--- config.mk ---
export PLATFORM = sky130hd
export DESIGN_NAME = wnfd_div
export DESIGN_NICKNAME = d
export VERILOG_FILES = /design/src/rtl/wnfd_div.sv
export SDC_FILE = /design/constraint.sdc
export NUM_CORES = 1
export LEC_CHECK = 0
export BUFFER_PORTS_ARGS = -buffer_cell sky130_fd_sc_hd__buf_4
export CORE_MARGIN = 5
export CORE_UTILIZATION = 30
export CTS_BUF_LIST = sky130_fd_sc_hd__clkbuf_8
export CTS_CLUSTER_SIZE = 24
export DETAILED_ROUTE_END_ITERATION = 10
export PLACE_DENSITY = 0.66
export RECOVER_POWER = 100
export REMOVE_ABC_BUFFERS = 1
export SLEW_MARGIN = 40
export SYNTH_ARGS = -nofsm -noshare
export SYNTH_HDL_FRONTEND = slang
export SYNTH_SLANG_ARGS = --single-unit
--- constraint.sdc ---
create_clock -name clk -period 2.2 [get_ports clk]
set_input_delay 0.11 -clock clk [delete_from_list [all_inputs] [get_ports clk]]
set_output_delay 0.11 -clock clk [all_outputs]
set_load 0.05 [all_outputs]
--- src/rtl/wnfd_div.sv ---
// restoring unsigned divider, one quotient bit per cycle
module wnfd_div #(
    parameter int NW = 45,
    parameter int DW = 5
) (
    input  logic          clk,
    input  logic          rst_n,
    input  logic          start,
    input  logic [NW-1:0] dividend,
    input  logic [DW-1:0] divisor,
    output logic          done,
    output logic [NW-1:0] quotient
);

    localparam int CW = $clog2(NW + 1);

    logic          run_reg, run_next;
    logic          done_reg, done_next;
    logic [CW-1:0] cnt_reg, cnt_next;
    logic [NW-1:0] q_reg, q_next;
    logic [DW-1:0] r_reg, r_next;
    logic [DW:0]   r2;
    logic          ge;

    always_comb
    begin
        run_next  = run_reg;
        done_next = 1'b0;
        cnt_next  = cnt_reg;
        q_next    = q_reg;
        r_next    = r_reg;
        r2        = {r_reg, q_reg[NW-1]};
        ge        = (r2 >= {1'b0, divisor});
        if (start)
        begin
            run_next = 1'b1;
            cnt_next = '0;
            q_next   = dividend;
            r_next   = '0;
        end
        else if (run_reg)
        begin
            r_next = ge ? DW'(r2 - {1'b0, divisor}) : DW'(r2);
            if (NW > 1)
                q_next = {q_reg[NW-2:0], ge};
            else
                q_next = NW'(ge);
            cnt_next = cnt_reg + 1'b1;
            if (32'(cnt_reg) == NW - 1)
            begin
                run_next  = 1'b0;
                done_next = 1'b1;
            end
        end
    end

    always_ff @(posedge clk or negedge rst_n)
    begin
        if (!rst_n)
        begin
            run_reg  <= 1'b0;
            done_reg <= 1'b0;
            cnt_reg  <= '0;
        end
        else
        begin
            run_reg  <= run_next;
            done_reg <= done_next;
            cnt_reg  <= cnt_next;
        end
    end

    always_ff @(posedge clk)
    begin
        q_reg <= q_next;
        r_reg <= r_next;
    end

    assign done     = done_reg;
    assign quotient = q_reg;

endmodule

==> results of run 1 <==
through the flow:
step	utilization [%]	setup slack, ns	power (mW)	setup TNS, ns
2_1_floorplan	-	-0.201	2.19	-0.363
3_3_place_gp	40.9	0.0624	2.57	0
3_5_place_dp	40.9	-0.000195	2.58	-0.000195
4_1_cts	43.9	0.0439	3.79	0
5_1_grt	41.9	-0.0426	3.84	-0.0824
6_report	41.9	0.0505	3.66	0
logic make-up (layout without fill, tap and decap cells):
kind of cell / count (synthesis) / count (layout) / synth area share [%]
buffers and inverters: 17 / 133 / 2.50
XOR/XNOR: 7 / 7 / 2.27
flip-flops: 58 / 58 / 61.2
adder cells (fa/ha/maj): 8 / 8 / 3.99
multiplexers: 47 / 47 / 19.5
AND/OR/NAND/NOR: 35 / 35 / 6.72
AO/OA/AOI/OAI: 13 / 13 / 3.80
cell type report:
type | instances | share of cell area [%]
multi-input cells | 110 | 27.3
repair buffers | 108 | 16.8
inverters | 9 | 0.920
clock inverters | 7 | 3.00
flip-flops and latches | 58 | 45.0
well taps | 108 | 3.68
clock buffers | 9 | 3.37
layout by cell type, fill, tap and decap left out, types with 2 or more instances in the layout:
cell       count
a21oi_1        2
a311oi_1       2
and3_1         2
buf_4         54
bufinv_16      3
clkbuf_1      51
clkbuf_2       2
clkbuf_8       9
dfrtp_1        8
dfxtp_1        5
edfxtp_1      45
ha_1           6
inv_1          8
inv_2          2
mux2_1         2
mux2_2        43
mux2i_1        2
nand2_1        8
nand4_1        2
nor2_1        11
nor3b_1        2
xor2_1         6
where the power goes:
part	total, mW	internal (mW)	switching, mW
Clock	1.16	0.742	0.423
Sequential	1.44	1.35	0.0935
Combinational	1.05	0.380	0.672
worst reg2reg max path, cell delays in order, from the launching register on:
cell and delay [ns]:
edfxtp_1 0.40, inv_2 0.09, ha_4 0.12, inv_2 0.03
fa_2 0.38, a21o_1 0.20, o211a_1 0.24, or3_1 0.31
a32o_1 0.26
worst max-delay path by stage:
stage,cells past startpoint,to,slack [ns],startpoint
floorplan,8,r_reg[4]$_SDFFE_PP0P_,-0.20,quotient[44]$_DFFE_PP_
global placement,8,r_reg[4]$_SDFFE_PP0P_,0.06,quotient[44]$_DFFE_PP_
detailed placement,9,r_reg[3]$_SDFFE_PP0P_,-0.0002,quotient[44]$_DFFE_PP_
CTS,8,r_reg[4]$_SDFFE_PP0P_,0.04,quotient[44]$_DFFE_PP_
global route,8,r_reg[4]$_SDFFE_PP0P_,-0.04,quotient[44]$_DFFE_PP_
finish,8,r_reg[4]$_SDFFE_PP0P_,0.05,quotient[44]$_DFFE_PP_
layer usage:
layer	routed length [um]	up-vias	track usage (%)
met1	2490	926	12.7
met3	499	7	4.44
met2	2920	63	17.4
met5	0	-	0
met4	74	0	5.02
li1	-	914	-
what timing repair did:
| action | in CTS | in global routing |
|---|---|---|
| hold buffers | 1 | 0 |
| gates resized for setup | 2 | 4 |
| buffers inserted | 1 | 1 |
| endpoints found under the hold margin | 8 | 0 |
| endpoints found under the setup margin | 2 | 5 |
| gates cloned | 0 | 0 |
| pin swaps | 1 | 6 |
==> reports/qor.txt, run 1 <==
initial DRC count -> 44
CP required -> 2.42 ns
DR pass1 iterations -> 4
Clock Latency Late Sink -> 0.33 ns
vias in the first global route -> 2000
min cycle time layout -> 2.15 ns
fill cell count -> 870
Hold WS -> 0.0813 ns
crit path kind -> flip-flop to flip-flop
routed length per instance -> 14.6 um
clk sinks -> 58
RR Startpoint -> quotient[44]$_DFFE_PP_
synth-to-layout area growth -> 36.1%
max-cap viol count -> 0
crit-path max FO -> 3
fin crit share -> 97.7%
final cell count without fillers -> 409
worst reg2reg endpoint -> r_reg[4]$_SDFFE_PP0P_
Initial Util -> 30.8%
Seq/Total Area, Yosys -> 61.2%
die area -> 11000 sq um
Synth Instances -> 185
fin nets -> 357
Port Buffers -> 98
number of synthesized flops with an enable pin -> 45
Post-synth top flop -> edfxtp_1
TritonCTS Buffers -> 9
syn_area_per_cell -> 14.6 sq um
Hold Crit Endpoint -> quotient[22]$_DFFE_PP_
PD cells -> 996 nW/um^2
DP Area -> 3590 sq um
WL final -> 5.98 mm
clock buffer depth -> 2
crit end category -> flip-flop
peak supply drop -> 0.000332 V
largest net degree at the start of global routing -> 26
H-tree Lvls -> 3
layout cell share with drive strength beyond 1 -> 39.9%
Startpoint Class -> flip-flop
design area -> 3670 sq um
RD Place Congestion -> 0.760
Slew Limit Fails -> 0
CP peak stage delay -> 0.40 ns
Final Hold Fails -> 0
family with the most delay on the worst path -> compound AO/OA/AOI/OAI gates
Arr. time, crit path -> 2.37 ns
hold path depth -> 2
Root Driver -> clkbuf_8
outcome -> finished clean
max reg flops -> 45
GRT Total Usage -> 10.9%
global-route wire length before repair -> 9.58 mm
Synth area leader -> edfxtp_1
Post-synth top cells -> edfxtp_1, mux2_2, nor2_1, inv_1
P_leak -> 1.52 nW
final HPWL from detailed placement -> 4.37 mm
Post-synth ARST share -> 13.8%
vias per cell -> 4.67
crit-path cells -> inv_2, ha_4, inv_2, fa_2, a21o_1, o211a_1, or3_1, a32o_1
largest cells by area after synthesis -> edfxtp_1, mux2_2, dfrtp_1
#FFs+latches synth -> 58
mapped cell area -> 2700 sq um
Die Span Y -> 105 um
area of the multi-input gates -> 1000 sq um
Core Region -> 8760 sq um
Highest Clock Rate -> 465 MHz
hold wc startpoint -> dividend[22]
Hold WC Path Type -> input pin to flip-flop
initial antenna violation count -> 0
storage element area -> 1650 sq um
# IOs -> 99
slowest cell on the critical path -> edfxtp_1
grt total ovfl -> 0
Placed Cells -> 390
worst slew pin tran -> 1.18 ns
Clock transition at path regs -> 0.07 ns
synth unique cells -> 38
clock skew -> 0.00852 ns
antenna-violating nets left -> 0
RSZ-0062 raised after global routing -> true
Slew headroom -> 21.1%
Vias -> 1910
DRC -> 0
worst reg2reg path depth -> 8
Die W -> 105 um
FF-to-FF setup slack -> 0.05 ns
warnings from Yosys -> 0
top cell type's share of synthesized area -> 50.1%
Row Count -> 34
n_diodes -> 0
final setup violation count -> 0
CP dominant cell by count -> inv_2
CTS tree -> yes
Bufs and invs on worst path -> 2
Power figures use the tool's default switching activity.
==> inputs of run 2 (changes only) <==
- PLACE_DENSITY: 0.66 -> default
==> run 2 against run 1 <==
Effect of this change: combinational power about the same; non-clock buffer count fell by 1; via count is 2.5% lower; global-route usage is 0.39 points higher; routed wire length is 1.4% higher; clock-buffer cell count grew 1; clock power down 29%; first-iteration DRC count grew 14%; sequential share of layout area increased by 0.68 points; core utilization decreased by 0.63 points; register-to-register slack hardly changed.
==> reports/qor.txt, run 2 (same netlist as run 1, synthesis figures left out) <==
outcome -> finished clean
layout cell share with drive strength beyond 1 -> 40.3% (+0.47 points)
peak supply drop -> 0.000463 V (+40%)
# IOs -> 99 (unchanged)
worst slew pin tran -> 0.898 ns (-0.285 ns)
most common cell after layout, fill and taps aside -> buf_4
Seq pwr share -> 43.1% (+3.7 points)
max-cap viol count -> 0 (unchanged)
DR pass1 iterations -> 4 (unchanged)
final setup violation count -> 0 (unchanged)
crit end category -> flip-flop
switching share of power -> 35.2% (+2.8 points)
Port Buffers -> 98 (unchanged)
global-route wire length before repair -> 9.83 mm (+2.5%)
fin crit share -> 97.7% (about the same)
FF-to-FF setup slack -> 0.05 ns (about the same)
hold path depth -> 2 (unchanged)
Slew headroom -> 40.1% (+19 points)
grt total ovfl -> 0 (unchanged)
final core occ -> 41.3% (-0.63 points)
WL final -> 6.07 mm (+1.4%)
GRT Total Usage -> 11.3% (+0.39 points)
RSZ-0062 raised after global routing -> true
Core Region -> 8760 sq um (unchanged)
RD Place Congestion -> 0.749 (-1.5%)
worst reg2reg endpoint -> quotient[0]$_DFFE_PP_
crit-path max FO -> 3 (unchanged)
Startpoint Class -> flip-flop
n_diodes -> 0 (unchanged)
Clk pwr share -> 24.8% (-7.0 points)
Final Hold Fails -> 0 (unchanged)
worst setup margin -> 0.0500 ns (-0.000503 ns)
Root Driver -> clkbuf_8
Clock Latency Late Sink -> 0.33 ns (about the same)
crit path kind -> flip-flop to flip-flop
Initial Util -> 30.8% (unchanged)
TritonCTS Buffers -> 9 (unchanged)
PD cells -> 924 nW/um^2 (-7.3%)
Switch Pwr -> 1.18 mW (-0.89%)
H-tree Lvls -> 3 (unchanged)
Comb pwr share -> 32.1% (+3.3 points)
pre-CTS WS -> 0.00314 ns (+0.00334 ns)
final HPWL from detailed placement -> 4.42 mm (+1.2%)
hold wc startpoint -> dividend[8]
clk sinks -> 58 (unchanged)
Hold WC Path Type -> input pin to flip-flop
initial DRC count -> 50 (+14%)
Vias -> 1862 (-2.5%)
synth-to-layout area growth -> 34.1%
CP required -> 2.28 ns (-0.14 ns)
fin nets -> 356 (-0.28%)
die area -> 11000 sq um (unchanged)
P_leak -> 1.50 nW (-0.83%)
initial antenna violation count -> 0 (unchanged)
Hold Crit Endpoint -> quotient[8]$_DFFE_PP_
RR Startpoint -> quotient[44]$_DFFE_PP_
commonest non-fill, non-tap cells in the layout -> buf_4, clkbuf_1, edfxtp_1, mux2_2, nor2_1
Row Count -> 34 (unchanged)
Die W -> 105 um (unchanged)
Int Pwr -> 2.17 mW (-12%)
clock buffer depth -> 2 (unchanged)
min cycle time layout -> 2.15 ns (+0.000503 ns)
Clock transition at path regs -> 0.07 ns (about the same)
antenna-violating nets left -> 0 (unchanged)
Slew Limit Fails -> 0 (unchanged)
worst reg2reg path depth -> 8 (unchanged)
max reg flops -> 45 (unchanged)
vias in the first global route -> 1969 (-1.6%)
Die Span Y -> 105 um (unchanged)
DRC -> 0 (unchanged)
vias per cell -> 4.56 (-2.3%)
CTS tree -> yes
clock skew -> 0.00864 ns (+0.000122 ns)
Arr. time, crit path -> 2.23 ns (-0.14 ns)
largest net degree at the start of global routing -> 33 (+27%)
routed length per instance -> 14.9 um (+1.6%)
Highest Clock Rate -> 465 MHz (about the same)
[run 2: cell count changes in the layout (fill, tap and decap cells not counted), moves of 2 or more]
cell / delta
bufinv_16: -3
clkinv_2: +2
inv_1: +2
clkbuf_1: -2
[run 2: worst max path at each step]
stage / from / cells after the start / end / slack (ns)
after CTS: quotient[44]$_DFFE_PP_ / 8 / r_reg[4]$_SDFFE_PP0P_ / 0.05
after global routing: quotient[44]$_DFFE_PP_ / 8 / quotient[0]$_DFFE_PP_ / -0.04
final: quotient[44]$_DFFE_PP_ / 8 / quotient[0]$_DFFE_PP_ / 0.05
after floorplan: quotient[44]$_DFFE_PP_ / 8 / r_reg[4]$_SDFFE_PP0P_ / -0.20
after global placement: quotient[44]$_DFFE_PP_ / 8 / r_reg[4]$_SDFFE_PP0P_ / 0.06
after detailed placement: quotient[44]$_DFFE_PP_ / 9 / r_reg[3]$_SDFFE_PP0P_ / 0.003
[run 2: critical path, stage by stage, from the launching register on]
cell and delay, ns:
edfxtp_1 0.38, inv_1 0.08, ha_2 0.18, inv_2 0.04
fa_2 0.33, a21o_1 0.20, o211ai_1 0.29, nand2_1 0.14
mux2_2 0.27
[run 2: power groups by stage]
stage / logic [mW] / clock network, mW / registers, mW
2_1_floorplan: 0.386 / 0 / 1.81
3_3_place_gp: 1.11 / 0 / 1.46
3_5_place_dp: 1.13 / 0 / 1.47
4_1_cts: 1.14 / 0.877 / 1.45
5_1_grt: 1.15 / 0.921 / 1.46
6_report: 1.07 / 0.828 / 1.44
[run 2: final cells by class]
cell class | instances | area (sq um)
sequential | 58 | 1650
tap | 108 | 135
multi-input combinational | 110 | 998
clock inverter | 6 | 26.3
timing repair buffer | 107 | 636
clock buffer | 10 | 138
fill | 850 | 5140
inverter | 9 | 33.8
[run 2: what timing repair did]
item	CTS	global route
hold buffers	1	0
setup buffers	0	2
setup endpoints to repair	4	5
endpoints found under the hold margin	8	0
pin swaps	0	2
gates resized for setup	2	4
[run 2: metrics by stage]
step / TNS [ns] / hold WS, ns / power, mW / instances / instance area [sq um]
after global placement: 0 / -0.0641 / 2.58 / 389 / 3590
final: 0 / 0.0827 / 3.34 / 408 / 3620
after global routing: -0.0770 / 0.0575 / 3.53 / 408 / 3620
after floorplan: -0.363 / -0.186 / 2.19 / 177 / 2670
after detailed placement: 0 / -0.0645 / 2.59 / 389 / 3590
after CTS: 0 / 0.0576 / 3.46 / 406 / 3780
[run 2: layer usage]
metal / part of all wire (%) / GRT usage, %
met3: 6.8 / 5.36
met1: 42 / 13.3
met4: 1.1 / 3.29
met2: 50 / 18.3
met5: 0 / 0
